==> config.mk <==
export PLATFORM = sky130hd
export DESIGN_NAME = flash_image_packetizer
export DESIGN_NICKNAME = d
export VERILOG_FILES = /design/src/design/fip_pkg.sv /design/src/design/flash_image_packetizer.sv /design/src/design/fip_fifo.sv /design/src/design/fip_front.sv /design/src/design/fip_back.sv
export SDC_FILE = /design/constraint.sdc
export NUM_CORES = 1
export LEC_CHECK = 0
export BUFFER_PORTS_ARGS = -buffer_cell sky130_fd_sc_hd__buf_2
export CAP_MARGIN = 0
export CORE_UTILIZATION = 60
export CTS_CLUSTER_SIZE = 24
export DETAILED_ROUTE_END_ITERATION = 10
export GPL_TIMING_DRIVEN = 0
export PLACE_DENSITY = 0.77
export SLEW_MARGIN = 20
export SYNTH_ARGS = -nofsm -noshare
export SYNTH_HDL_FRONTEND = slang
export SYNTH_SLANG_ARGS = --single-unit
==> constraint.sdc <==
create_clock -name clk -period 11.3 [get_ports clk]
set_input_delay 2.26 -clock clk [delete_from_list [all_inputs] [get_ports clk]]
set_output_delay 2.26 -clock clk [all_outputs]
set_load 0.05 [all_outputs]
==> src/design/fip_pkg.sv <==
`default_nettype none

package fip_pkg;

  localparam int BYTES_PER_PACKET = 8;
  localparam int BYTES_PER_ROW    = 32;
  localparam int PACKETS_PER_ROW  = (BYTES_PER_ROW / BYTES_PER_PACKET) > 0 ?
                                    (BYTES_PER_ROW / BYTES_PER_PACKET) : 1;

  localparam int POS_W  = 17;
  localparam int IDX_W  = BYTES_PER_PACKET > 1 ? $clog2(BYTES_PER_PACKET) : 1;
  localparam int VCNT_W = $clog2(BYTES_PER_PACKET + 1);
  localparam int ROW_W  = PACKETS_PER_ROW > 1 ? $clog2(PACKETS_PER_ROW) : 1;

  localparam int HDR_LEN = 5;
  localparam int PKT_LEN = BYTES_PER_PACKET + HDR_LEN;
  localparam int CRC_LEN = 11;
  localparam int MAX_LEN = PKT_LEN > CRC_LEN ? PKT_LEN : CRC_LEN;
  localparam int CNT_W   = $clog2(MAX_LEN);

  localparam logic [7:0]  WR_LEN_BYTE  = 8'(BYTES_PER_PACKET + 4);
  localparam logic [7:0]  CRC_LEN_BYTE = 8'd10;
  localparam logic [7:0]  PAD_BYTE     = 8'hFF;
  localparam logic [7:0]  ODD_MASK     = 8'h3F;
  localparam logic [31:0] CRC_POLY     = 32'h04C11DB7;
  localparam logic [31:0] CRC_INIT     = 32'hFFFFFFFF;

  localparam int CFG_IDX_W  = 2;
  localparam int CFG_DATA_W = 17;
  localparam logic [CFG_IDX_W-1:0] REG_TARGET_ADDRESS = 2'd0;
  localparam logic [CFG_IDX_W-1:0] REG_START_OFFSET   = 2'd1;
  localparam logic [CFG_IDX_W-1:0] REG_FLASH_OPCODE   = 2'd2;
  localparam logic [CFG_IDX_W-1:0] REG_CRC_OPCODE     = 2'd3;

  typedef struct packed {
    logic [7:0] image_byte;
    logic       final_byte;
  } in_item_t;

  typedef struct packed {
    logic [7:0] packet_byte;
    logic       packet_end;
    logic       run_end;
  } out_item_t;

  typedef struct packed {
    logic [7:0]       target_address;
    logic [POS_W-1:0] start_offset;
    logic [7:0]       flash_opcode;
    logic [7:0]       crc_opcode;
  } cfg_t;

  // One write packet for the back end, plus the closing details when it ends the image.
  typedef struct packed {
    logic [BYTES_PER_PACKET-1:0][7:0] data;
    logic [VCNT_W-1:0]                vcnt;
    logic [POS_W-1:0]                 base;
    logic                             last;
    logic [ROW_W-1:0]                 pads;
    logic [31:0]                      crc;
    logic [15:0]                      size;
  } job_t;

  typedef enum logic [1:0] {
    PH_IDLE,
    PH_WRITE,
    PH_CRC
  } phase_t;

  function automatic logic [31:0] crc_byte(input logic [31:0] c, input logic [7:0] b);
    logic [31:0] r;
    r = c ^ {b, 24'h000000};
    for (int k = 0; k < 8; k++) begin
      r = r[31] ? ((r << 1) ^ CRC_POLY) : (r << 1);
    end
    return r;
  endfunction

endpackage

`default_nettype wire

==> src/design/flash_image_packetizer.sv <==
// Flash image packetizer: takes a firmware image one byte per item and sends framed
// flash-write packets out as a byte stream, one byte per cycle while out_ready is high.
// The front end takes an image byte in every cycle while its two-entry packet queue has
// room; each full group of eight bytes (or the final byte) queues one write packet. The
// back end emits 13 bytes per write packet, so in steady state the single-byte output
// sequencer sets the pace. The final byte causes its own packet, write packets with
// all-0xFF data up to the end of the 32-byte row and an 11-byte CRC packet, up to 63
// bytes. Configuration writes are always taken and should be made while the block is idle.
`default_nettype none

module flash_image_packetizer (
  input  wire logic                               clk,
  input  wire logic                               rst_n,
  input  wire logic                               in_valid,
  output logic                                    in_ready,
  input  wire fip_pkg::in_item_t                  in_data,
  output logic                                    out_valid,
  input  wire logic                               out_ready,
  output fip_pkg::out_item_t                      out_data,
  input  wire logic                               cfg_valid,
  output logic                                    cfg_ready,
  input  wire logic [fip_pkg::CFG_IDX_W-1:0]      cfg_index,
  input  wire logic [fip_pkg::CFG_DATA_W-1:0]     cfg_wdata
);

  fip_pkg::cfg_t cfg_r, cfg_nxt;
  fip_pkg::job_t push_data, pop_data;
  logic          push, push_ready, pop, pop_valid;

  assign cfg_ready = 1'b1;

  always_comb begin
    cfg_nxt = cfg_r;
    if (cfg_valid) begin
      unique case (cfg_index)
        fip_pkg::REG_TARGET_ADDRESS: cfg_nxt.target_address = cfg_wdata[7:0];
        fip_pkg::REG_START_OFFSET:   cfg_nxt.start_offset   = cfg_wdata[fip_pkg::POS_W-1:0];
        fip_pkg::REG_FLASH_OPCODE:   cfg_nxt.flash_opcode   = cfg_wdata[7:0];
        fip_pkg::REG_CRC_OPCODE:     cfg_nxt.crc_opcode     = cfg_wdata[7:0];
        default:                     cfg_nxt = cfg_r;
      endcase
    end
  end

  always_ff @(posedge clk) begin
    if (!rst_n) begin
      cfg_r <= '0;
    end else begin
      cfg_r <= cfg_nxt;
    end
  end

  fip_front u_front (
    .clk        (clk),
    .rst_n      (rst_n),
    .in_valid   (in_valid),
    .in_ready   (in_ready),
    .in_data    (in_data),
    .push       (push),
    .push_data  (push_data),
    .push_ready (push_ready)
  );

  fip_fifo u_fifo (
    .clk        (clk),
    .rst_n      (rst_n),
    .push       (push),
    .push_data  (push_data),
    .push_ready (push_ready),
    .pop        (pop),
    .pop_data   (pop_data),
    .pop_valid  (pop_valid)
  );

  fip_back u_back (
    .clk       (clk),
    .rst_n     (rst_n),
    .cfg       (cfg_r),
    .pop_data  (pop_data),
    .pop_valid (pop_valid),
    .pop       (pop),
    .out_valid (out_valid),
    .out_ready (out_ready),
    .out_data  (out_data)
  );

endmodule

`default_nettype wire

==> src/design/fip_fifo.sv <==
`default_nettype none

module fip_fifo (
  input  wire logic          clk,
  input  wire logic          rst_n,
  input  wire logic          push,
  input  wire fip_pkg::job_t push_data,
  output logic               push_ready,
  input  wire logic          pop,
  output fip_pkg::job_t      pop_data,
  output logic               pop_valid
);

  fip_pkg::job_t slot_r [2];
  logic       wr_ptr_r, wr_ptr_nxt;
  logic       rd_ptr_r, rd_ptr_nxt;
  logic [1:0] count_r, count_nxt;

  assign push_ready = (count_r != 2'd2);
  assign pop_valid  = (count_r != 2'd0);
  assign pop_data   = slot_r[rd_ptr_r];

  always_comb begin
    wr_ptr_nxt = wr_ptr_r;
    rd_ptr_nxt = rd_ptr_r;
    count_nxt  = count_r;
    if (push && push_ready) begin
      wr_ptr_nxt = ~wr_ptr_r;
    end
    if (pop && pop_valid) begin
      rd_ptr_nxt = ~rd_ptr_r;
    end
    if ((push && push_ready) && !(pop && pop_valid)) begin
      count_nxt = count_r + 2'd1;
    end else if (!(push && push_ready) && (pop && pop_valid)) begin
      count_nxt = count_r - 2'd1;
    end
  end

  always_ff @(posedge clk) begin
    if (!rst_n) begin
      wr_ptr_r <= 1'b0;
      rd_ptr_r <= 1'b0;
      count_r  <= 2'd0;
    end else begin
      wr_ptr_r <= wr_ptr_nxt;
      rd_ptr_r <= rd_ptr_nxt;
      count_r  <= count_nxt;
    end
  end

  always_ff @(posedge clk) begin
    if (push && push_ready) begin
      slot_r[wr_ptr_r] <= push_data;
    end
  end

endmodule

`default_nettype wire

==> src/design/fip_front.sv <==
`default_nettype none

module fip_front (
  input  wire logic              clk,
  input  wire logic              rst_n,
  input  wire logic              in_valid,
  output logic                   in_ready,
  input  wire fip_pkg::in_item_t in_data,
  output logic                   push,
  output fip_pkg::job_t          push_data,
  input  wire logic              push_ready
);

  logic [fip_pkg::BYTES_PER_PACKET-1:0][7:0] pend_r, pend_nxt;
  logic [fip_pkg::IDX_W-1:0] fill_r, fill_nxt;
  logic [fip_pkg::ROW_W-1:0] row_r, row_nxt, row_inc;
  logic [fip_pkg::POS_W-1:0] bytes_r, bytes_nxt, bytes_inc;
  logic [31:0]               crc_r, crc_nxt, crc_upd;
  logic [7:0]                crc_in;
  logic                      accept, pkt_done;

  assign in_ready = push_ready;
  assign accept   = in_valid && in_ready;

  always_comb begin
    crc_in    = bytes_r[0] ? (in_data.image_byte & fip_pkg::ODD_MASK) : in_data.image_byte;
    crc_upd   = fip_pkg::crc_byte(crc_r, crc_in);
    bytes_inc = bytes_r + fip_pkg::POS_W'(1);
    pkt_done  = (fill_r == fip_pkg::IDX_W'(fip_pkg::BYTES_PER_PACKET - 1)) ||
                in_data.final_byte;
    row_inc   = (row_r == fip_pkg::ROW_W'(fip_pkg::PACKETS_PER_ROW - 1)) ?
                '0 : row_r + fip_pkg::ROW_W'(1);

    pend_nxt         = pend_r;
    pend_nxt[fill_r] = in_data.image_byte;

    push_data.data = pend_nxt;
    push_data.vcnt = fip_pkg::VCNT_W'(fill_r) + fip_pkg::VCNT_W'(1);
    push_data.base = bytes_r - fip_pkg::POS_W'(fill_r);
    push_data.last = in_data.final_byte;
    // Packets still needed to close the row once this one has gone out; only the
    // final byte of an image closes the row.
    push_data.pads = (!in_data.final_byte || row_inc == '0) ? '0 :
                     fip_pkg::ROW_W'(fip_pkg::PACKETS_PER_ROW) - row_inc;
    push_data.crc  = ~crc_upd;
    push_data.size = bytes_inc[15:0];
    push           = accept && pkt_done;

    fill_nxt  = fill_r;
    row_nxt   = row_r;
    bytes_nxt = bytes_r;
    crc_nxt   = crc_r;
    if (accept) begin
      if (in_data.final_byte) begin
        fill_nxt  = '0;
        row_nxt   = '0;
        bytes_nxt = '0;
        crc_nxt   = fip_pkg::CRC_INIT;
      end else begin
        fill_nxt  = pkt_done ? '0 : fill_r + fip_pkg::IDX_W'(1);
        row_nxt   = pkt_done ? row_inc : row_r;
        bytes_nxt = bytes_inc;
        crc_nxt   = crc_upd;
      end
    end
  end

  always_ff @(posedge clk) begin
    if (!rst_n) begin
      fill_r  <= '0;
      row_r   <= '0;
      bytes_r <= '0;
      crc_r   <= fip_pkg::CRC_INIT;
    end else begin
      fill_r  <= fill_nxt;
      row_r   <= row_nxt;
      bytes_r <= bytes_nxt;
      crc_r   <= crc_nxt;
    end
  end

  always_ff @(posedge clk) begin
    if (accept) begin
      pend_r <= pend_nxt;
    end
  end

endmodule

`default_nettype wire

==> src/design/fip_back.sv <==
`default_nettype none

module fip_back (
  input  wire logic          clk,
  input  wire logic          rst_n,
  input  wire fip_pkg::cfg_t cfg,
  input  wire fip_pkg::job_t pop_data,
  input  wire logic          pop_valid,
  output logic               pop,
  output logic               out_valid,
  input  wire logic          out_ready,
  output fip_pkg::out_item_t out_data
);

  fip_pkg::phase_t           phase_r, phase_nxt;
  logic [fip_pkg::CNT_W-1:0] cnt_r, cnt_nxt, di;
  fip_pkg::job_t             job_r, job_nxt;
  logic                      out_valid_r, out_valid_nxt;
  fip_pkg::out_item_t        out_r, out_nxt;
  logic                      slot_free, emit, end_w, end_c, done;
  logic [fip_pkg::POS_W-1:0] waddr;
  logic [15:0]               word;
  logic [7:0]                byte_w, byte_c;

  assign out_valid = out_valid_r;
  assign out_data  = out_r;

  always_comb begin
    slot_free = !out_valid_r || out_ready;
    emit      = (phase_r != fip_pkg::PH_IDLE) && slot_free;
    end_w     = (phase_r == fip_pkg::PH_WRITE) &&
                (cnt_r == fip_pkg::CNT_W'(fip_pkg::PKT_LEN - 1));
    end_c     = (phase_r == fip_pkg::PH_CRC) &&
                (cnt_r == fip_pkg::CNT_W'(fip_pkg::CRC_LEN - 1));
    waddr     = cfg.start_offset + job_r.base;
    word      = waddr[fip_pkg::POS_W-1:1];
    di        = cnt_r - fip_pkg::CNT_W'(fip_pkg::HDR_LEN);

    if (cnt_r == fip_pkg::CNT_W'(0)) begin
      byte_w = cfg.target_address;
    end else if (cnt_r == fip_pkg::CNT_W'(1)) begin
      byte_w = fip_pkg::WR_LEN_BYTE;
    end else if (cnt_r == fip_pkg::CNT_W'(2)) begin
      byte_w = cfg.flash_opcode;
    end else if (cnt_r == fip_pkg::CNT_W'(3)) begin
      byte_w = word[7:0];
    end else if (cnt_r == fip_pkg::CNT_W'(4)) begin
      byte_w = word[15:8];
    end else if (8'(di) < 8'(job_r.vcnt)) begin
      byte_w = job_r.data[di[fip_pkg::IDX_W-1:0]];
    end else begin
      byte_w = fip_pkg::PAD_BYTE;
    end

    unique case (cnt_r)
      fip_pkg::CNT_W'(0):  byte_c = cfg.target_address;
      fip_pkg::CNT_W'(1):  byte_c = fip_pkg::CRC_LEN_BYTE;
      fip_pkg::CNT_W'(2):  byte_c = cfg.crc_opcode;
      fip_pkg::CNT_W'(3):  byte_c = cfg.start_offset[8:1];
      fip_pkg::CNT_W'(4):  byte_c = cfg.start_offset[16:9];
      fip_pkg::CNT_W'(5):  byte_c = job_r.size[7:0];
      fip_pkg::CNT_W'(6):  byte_c = job_r.size[15:8];
      fip_pkg::CNT_W'(7):  byte_c = job_r.crc[7:0];
      fip_pkg::CNT_W'(8):  byte_c = job_r.crc[15:8];
      fip_pkg::CNT_W'(9):  byte_c = job_r.crc[23:16];
      fip_pkg::CNT_W'(10): byte_c = job_r.crc[31:24];
      default:             byte_c = fip_pkg::PAD_BYTE;
    endcase

    out_valid_nxt = out_valid_r && !out_ready;
    out_nxt       = out_r;
    phase_nxt     = phase_r;
    cnt_nxt       = cnt_r;
    job_nxt       = job_r;
    done          = (phase_r == fip_pkg::PH_IDLE);

    if (emit) begin
      out_valid_nxt       = 1'b1;
      out_nxt.packet_byte = (phase_r == fip_pkg::PH_CRC) ? byte_c : byte_w;
      out_nxt.packet_end  = end_w || end_c;
      // A write packet closes the item's output only when no padding or CRC follows.
      out_nxt.run_end     = end_c || (end_w && !job_r.last);
      cnt_nxt             = cnt_r + fip_pkg::CNT_W'(1);
      if (end_w) begin
        cnt_nxt = '0;
        if (job_r.pads != '0) begin
          job_nxt.pads = job_r.pads - fip_pkg::ROW_W'(1);
          job_nxt.base = job_r.base + fip_pkg::POS_W'(fip_pkg::BYTES_PER_PACKET);
          job_nxt.vcnt = '0;
        end else if (job_r.last) begin
          phase_nxt = fip_pkg::PH_CRC;
        end else begin
          done = 1'b1;
        end
      end
      if (end_c) begin
        done = 1'b1;
      end
    end

    pop = done && pop_valid;
    if (done) begin
      if (pop_valid) begin
        phase_nxt = fip_pkg::PH_WRITE;
        cnt_nxt   = '0;
        job_nxt   = pop_data;
      end else begin
        phase_nxt = fip_pkg::PH_IDLE;
      end
    end
  end

  always_ff @(posedge clk) begin
    if (!rst_n) begin
      phase_r     <= fip_pkg::PH_IDLE;
      cnt_r       <= '0;
      out_valid_r <= 1'b0;
    end else begin
      phase_r     <= phase_nxt;
      cnt_r       <= cnt_nxt;
      out_valid_r <= out_valid_nxt;
    end
  end

  always_ff @(posedge clk) begin
    job_r <= job_nxt;
    out_r <= out_nxt;
  end

endmodule

`default_nettype wire

==> results by group, run 1 <==
Pwr
  – Total chip power: 7.28 mW
  – Lkg Pwr: 9.81 nW
  – Max VDD drop: 174 uV
  – PD cells: 255 nW/um^2

Synth
  – Mapped Avg Cell Area: 14.2 um^2
  – Synth cell types: 76
  – Post-Syn Instances: 1,784
  – Async set-reset flop share out of synthesis: 0%
  – Post-synthesis sequential element count: 589
  – Main synth FF type: edfxtp_1
  – Mapped Area: 25,300 um^2
  – Post-synth EDFFs: 462
  – Post-synthesis net count: 1,851
  – Syn. warnings: 0
  – Post-synthesis sequential area ratio: 64.8%

Place
  – Port Buf Inserts: 37
  – Inst Count DP: 2,374
  – Dpl cell area: 26,700 um^2
  – Global placement routability congestion: 0.953
  – Detail Placement HPWL: 43.1 mm

Die
  – Core Area: 41,200 um^2
  – Die ar.: 43,100 um^2
  – Initial Util: 61.5%
  – Die Width: 208 um
  – Number of core rows: 74
  – Die height: 208 um
  – Top-Level Pins: 46

Worst setup path
  – Buf+Inv Stages, Crit Path: 5
  – Slowest cell delay on critical path: 0.83 ns
  – Crit path kind: reg -> reg
  – CP Max Fanout: 10
  – Worst path slowest cell: clkbuf_1
  – CP Cell Sequence: clkbuf_1 > inv_1 > ha_1 > clkbuf_1 > clkbuf_1 > inv_1 > ha_1 > a21boi_1 > o21ai_0 > nand2b_1 > a211oi_1 > a31oi_1 > nand3_1 > a41oi_1
  – Worst setup EP type: register
  – Startpoint types: register
  – Req. time, crit path: 11.62 ns
  – Most used cell along the critical path: clkbuf_1
  – Worst Path Arrival: 6.70 ns
  – Crit path depth: 14
  – R2R depth: 14
  – Crit path max-delay family: buffers and inverters

Hold path
  – WHS Path Cells: 2
  – Min-delay worst type: reg -> reg

Clock network
  – CTS tree: built
  – Worst-path clk slew: 0.07 ns
  – CTS Buf Count: 57
  – Root Buffer: clkbuf_16
  – Hold Buf Count CTS: 0
  – Postcts setup bufs: 0
  – CTS resizes: 0
  – Worst-skew pair later-pin latency: 0.63 ns
  – H-tree levels: 2
  – Num Clock Sinks: 589
  – CTS max path bufs: 3

STA
  – Fin. Hold Viols: 0
  – Fmax: 0.157 GHz
  – RSZ-0062 raised after global routing: false
  – Slew HR: 29.6%
  – # setup viols final: 0
  – Final TNS setup: 0 ns
  – Worst Skew: 0.0246 ns
  – Least-Margin Pin Slew: 1.06 ns
  – Period utilization: 56.4%
  – Max Slew Vio Count: 0
  – Period minus WS final: 6.38 ns
  – Hold slack: 0.488 ns

Global route
  – Largest net degree at the start of global routing: 35
  – Vias in the first global route: 15.1k
  – Gr usage total: 28.9%
  – Initial antenna violation count: 1
  – First-pass GRT wire length: 92.3 mm
  – Final global-route overflow total: 0

Route
  – # DRC: 0
  – DR iter-0 viols: 1,468
  – Vias per cell: 6.14
  – Wire per inst: 24.9 um
  – Via count: 15.2k
  – Antenna-violating nets left: 0
  – Pre-Repair DR Iteration Count: 7
  – Wirelength, routed: 61.8 mm

Cells and area
  – Sequential cell area: 16,400 um^2
  – Layout area overhead: 12.7%
  – Final-layout fill cell count: 2,754
  – Multi-input logic area: 8450 um^2
  – Final net count: 1,968
  – Post-route insts no fill: 2,482
  – Post-route cell area: 28,600 um^2
  – Ant diodes: 0
  – Commonest non-fill, non-tap cells in the layout: 462 x edfxtp_1, 177 x mux2_2, 142 x nand2_1
  – Most common cell after layout, fill and taps aside: edfxtp_1
  – Fraction of layout instances using a drive strength above 1: 20.3%

Job
  – Max_cap viols: 0

Run status
  – Outcome: finished, final reports clean
final timing paths:
path / start / slack [ns] / end
setup / recovery: u_back.cnt_r[0]$_SDFF_PN0_ / 4.92 / u_back.out_data[5]$_DFFE_PP_
hold / removal: u_back.job_r[69]$_DFF_P_ / 0.49 / u_back.job_r[69]$_DFF_P_
hold reg to reg: u_back.job_r[69]$_DFF_P_ / 0.49 / u_back.job_r[69]$_DFF_P_
setup reg to reg: u_back.cnt_r[0]$_SDFF_PN0_ / 4.92 / u_back.out_data[5]$_DFFE_PP_
tightest hold or removal path, cell delays in order, from the launching register on:
cell and delay [ns]:
dfxtp_1 0.31, nand3_1 0.05, o21ai_0 0.07
logic make-up after synthesis:
logic type      Yosys count  share of synthesized area (%)
mux                     243                           11.3
fa+ha+maj                34                           1.74
xor+xnor                130                           5.53
buf+inv                 126                           1.96
compound gates          275                           7.24
other cells               1                         0.0148
flops                   589                           64.8
simple gates            386                           7.48
layout make-up:
cell class,count,area share [%]
inverters,26,0.342
multi-input cells,1069,29.6
flip-flops and latches,589,57.5
well taps,532,2.33
repair buffers,58,2.24
clock inverters,34,1.10
clock buffers,74,5.50
plain buffers,100,1.41
where the power goes:
part	internal, mW	switching, mW	leakage (nW)	total [mW]
Sequential	3.04	0.210	5.37	3.25
Clock	1.08	0.827	0.907	1.90
Combinational	0.770	1.35	3.54	2.12
registers in the layout, summed over array words and instances, names as in the netlist, 3 cells and up, named ones only:
register	count
u_front.bytes_r	17
cfg_r	41
u_fifo.slot_r	272
u_back.out_data	10
u_front.pend_r	64
u_back.job_r	136
u_front.crc_r	32
u_back.cnt_r	4
u_front.fill_r	3
per-stage QoR:
stage / worst slack [ns] / utilization (%)
final: 4.92 / 69.3
after global routing: 4.70 / 69.3
after CTS: 5.03 / 69.3
after detailed placement: 5.08 / 64.7
after global placement: -1.88 / 63.6
after floorplan: 2.29 / -
synth_stat cells (32+ instances only):
master / n / area, um^2
edfxtp_1: 462 / 13900
mux2_2: 177 / 1990
nand2_1: 142 / 533
dfxtp_1: 127 / 2540
clkbuf_1: 80 / 300
xnor2_1: 70 / 613
nor2_1: 58 / 218
nor2b_1: 52 / 325
mux2i_1: 50 / 500
a21oi_1: 49 / 245
o21ai_0: 47 / 235
xor2_1: 40 / 350
nand3_1: 37 / 185
ha_1: 32 / 400
routing by layer:
metal	vias to the layer above	share of wire [%]	track usage [%]	wire length, um
li1	6923	-	-	-
met1	7639	42	38.6	25900
met2	558	48	48.0	29800
met3	125	6.2	4.24	3830
met4	0	3.6	11.5	2240
met5	-	0	0	0
Power figures use the tool's default switching activity.
==> inputs of run 2 (changes only) <==
CORE_UTILIZATION = 57   (was 60)
PLACE_DENSITY = 0.76   (was 0.77)
clock period = 5.3 ns   (was 11.3 ns; I/O delays follow)
==> run 2 against run 1 <==
Against the previous run:
- design area decreased by 0.14%
- clock power increased by 110%
- clock skew hardly changed
- fmax increased by 33%
- sequential cell count unchanged
- first-iteration DRC count fell by 1.9%
- critical path type unchanged
- largest cell class unchanged
==> results by group, run 2 (synthesized netlist as in run 1, its figures left out) <==
Run status
  – Outcome: finished, final reports clean

Clock network
  – Postcts setup bufs: 0 (unchanged)
  – CTS max path bufs: 3 (unchanged)
  – CTS Buf Count: 56 (-1.8%)
  – H-tree levels: 2 (unchanged)
  – Worst-skew pair later-pin latency: 0.62 ns (about the same)
  – Root Buffer: clkbuf_16
  – CTS tree: built
  – Worst-path clk slew: 0.06 ns (about the same)
  – Num Clock Sinks: 589 (unchanged)

Worst setup path
  – CP Cell Sequence: clkbuf_2 > inv_1 > ha_1 > clkbuf_2 > inv_1 > ha_1 > a21boi_1 > o21ai_0 > nand2b_1 > a211oi_2 > a31oi_1 > a21oi_1 > a311oi_1
  – Worst setup endpoint: u_back.out_data[8]$_DFFE_PP_
  – Setup crit start: u_back.cnt_r[0]$_SDFF_PN0_
  – R2R Path End: u_back.out_data[8]$_DFFE_PP_
  – R2r startpoint: u_back.cnt_r[0]$_SDFF_PN0_
  – R2R depth: 13 (-1)
  – CP Max Fanout: 10 (unchanged)
  – Worst path slowest cell: ha_1
  – Req. time, crit path: 5.63 ns (-5.99 ns)
  – Slowest cell delay on critical path: 0.80 ns (-0.03 ns)
  – Worst Path Arrival: 5.14 ns (-1.56 ns)
  – Crit path kind: reg -> reg
  – R2r setup slk: 0.49 ns (-4.43 ns)
  – Worst setup EP type: register
  – Startpoint types: register

STA
  – Slew HR: 31.4% (+1.8 points)
  – Period utilization: 90.8% (+34 points)
  – Fin. Hold Viols: 0 (unchanged)
  – Max Slew Vio Count: 0 (unchanged)
  – Worst Skew: 0.0242 ns (-0.000368 ns)
  – RSZ-0062 raised after global routing: false
  – Hold slack: 0.469 ns (-0.0189 ns)
  – Least-Margin Pin Slew: 1.02 ns (-0.0322 ns)
  – Period minus WS final: 4.81 ns (-1.57 ns)
  – # setup viols final: 0 (unchanged)
  – Fmax: 0.208 GHz (+33%)

Cells and area
  – Fraction of layout instances using a drive strength above 1: 20.0% (-0.23 points)
  – Post-route cell area: 28,500 um^2 (-0.14%)
  – Top flop regs: u_fifo.slot_r (272), u_back.job_r (136), u_front.pend_r (64)
  – Commonest non-fill, non-tap cells in the layout: 462 x edfxtp_1, 177 x mux2_2, 142 x nand2_1
  – Layout area overhead: 12.6%
  – Final-layout fill cell count: 3,111 (+13%)
  – Largest register FFs: 272 (unchanged)
  – Most common cell after layout, fill and taps aside: edfxtp_1
  – Largest Register: u_fifo.slot_r
  – Final net count: 1,962 (-0.30%)

Global route
  – Gr usage total: 27.8% (-1.1 points)
  – Initial antenna violation count: 0 (-1)
  – GR Layer Usage met2: 46.9% (-1.1 points)
  – First-pass GRT wire length: 91.5 mm (-0.84%)
  – Grt met1 use: 36.9% (-1.7 points)
  – Final global-route overflow total: 0 (unchanged)
  – Largest net degree at the start of global routing: 66 (+89%)
  – Vias in the first global route: 15.0k (-0.98%)
  – Busiest layer in global routing: met2
  – Met3 Use GR: 3.40% (-0.84 points)

Route
  – Vias per cell: 5.95 (-3.1%)
  – Wire per inst: 24.2 um (-2.7%)
  – Via count: 15.0k (-1.3%)
  – Antenna-violating nets left: 0 (unchanged)
  – DR iter-0 viols: 1,440 (-1.9%)
  – # DRC: 0 (unchanged)
  – Wirelength, routed: 61.2 mm (-0.86%)
  – Pre-Repair DR Iteration Count: 6 (-1)

Die
  – Die ar.: 45,300 um^2 (+5.2%)
  – Die Width: 213 um (+2.6%)
  – Top-Level Pins: 46 (unchanged)
  – Number of core rows: 76 (+2.7%)
  – Core Area: 43,500 um^2 (+5.5%)
  – Initial Util: 58.3% (-3.2 points)
  – Die height: 213 um (+2.6%)

Place
  – Global placement routability congestion: 0.924 (-3.1%)
  – Detail Placement HPWL: 43.0 mm (-0.19%)
  – Port Buf Inserts: 37 (unchanged)
  – Dpl cell area: 26,700 um^2 (about the same)

Hold path
  – Min-delay worst type: reg -> reg

Pwr
  – Total chip power: 15.4 mW (+110%)
  – Gate power share: 28.9% (-0.2 points)
  – Lkg Pwr: 9.77 nW (-0.41%)
  – P_sw: 4.99 mW (+110%)
  – Net Sw Frac: 32.4% (-0.38 points)
  – PD cells: 539 nW/um^2 (+110%)
  – Max VDD drop: 537 uV (+210%)
  – Clock share of power: 26.0% (-0.2 points)
  – Int Pwr: 10.4 mW (+110%)
  – Seq pwr share: 45.1% (+0.4 points)

Job
  – Max_cap viols: 0 (unchanged)
## run 2: worst min-delay path by stage
stage	from	to	cells after the start
floorplan	u_back.job_r[71]$_DFF_P_	u_back.job_r[71]$_DFF_P_	2
global placement	u_back.job_r[71]$_DFF_P_	u_back.job_r[71]$_DFF_P_	2
detailed placement	u_back.job_r[71]$_DFF_P_	u_back.job_r[71]$_DFF_P_	2
CTS	u_back.job_r[71]$_DFF_P_	u_back.job_r[71]$_DFF_P_	2
global route	u_back.job_r[69]$_DFF_P_	u_back.job_r[69]$_DFF_P_	2
finish	u_back.job_r[71]$_DFF_P_	u_back.job_r[71]$_DFF_P_	2
## run 2: cell type report
class | count | area [um^2] | area share (%)
sequential | 589 | 16400 | 57.6
timing repair buffer | 54 | 553 | 1.94
buffer | 99 | 408 | 1.43
inverter | 26 | 97.6 | 0.342
antenna | 1 | 2.50 | 0.00877
clock buffer | 73 | 1520 | 5.32
clock inverter | 32 | 338 | 1.18
tap | 585 | 732 | 2.57
multi-input combinational | 1069 | 8460 | 29.7
## run 2: layer usage
layer	share of wire (%)	wire length (um)
met2	49	30100
met5	0	0
met1	42	25900
met3	4.9	3020
met4	3.6	2180
## run 2: stage by stage
step	setup slack, ns	utilization, %	TNS [ns]	instances
CTS	0.195	65.6	0	2527
finish	0.488	65.6	0	2528
detailed placement	-0.882	61.4	-6.40	2423
floorplan	-0.219	-	-57.08	1784
global placement	-2.93	60.4	-872.02	2406
global route	0.285	65.6	0	2527
## run 2: repair_timing
action | CTS | global route
hold endpoints to repair | 0 | 0
gates resized for setup | 2 | 1
pin swaps | 0 | 0
setup endpoints to repair | 8 | 7
hold buffers | 0 | 0
## run 2: power groups by stage
stage	registers [mW]	logic (mW)	clock network, mW
floorplan	6.98	2.89	0
detailed placement	7.02	4.41	0
finish	6.93	4.45	3.99
CTS	6.93	4.43	4.04
global placement	7.07	4.21	0
global route	7.01	4.75	4.20
## run 2: critical path, delay by kind of cell (launching register included)
family	cells	cell delay (ns)
AOI/OAI and AO/OA	6	1.53
buffers and inverters	4	1.30
adders and majority gates	2	1.07
DFF	1	0.52
and+or+nand+nor	1	0.08
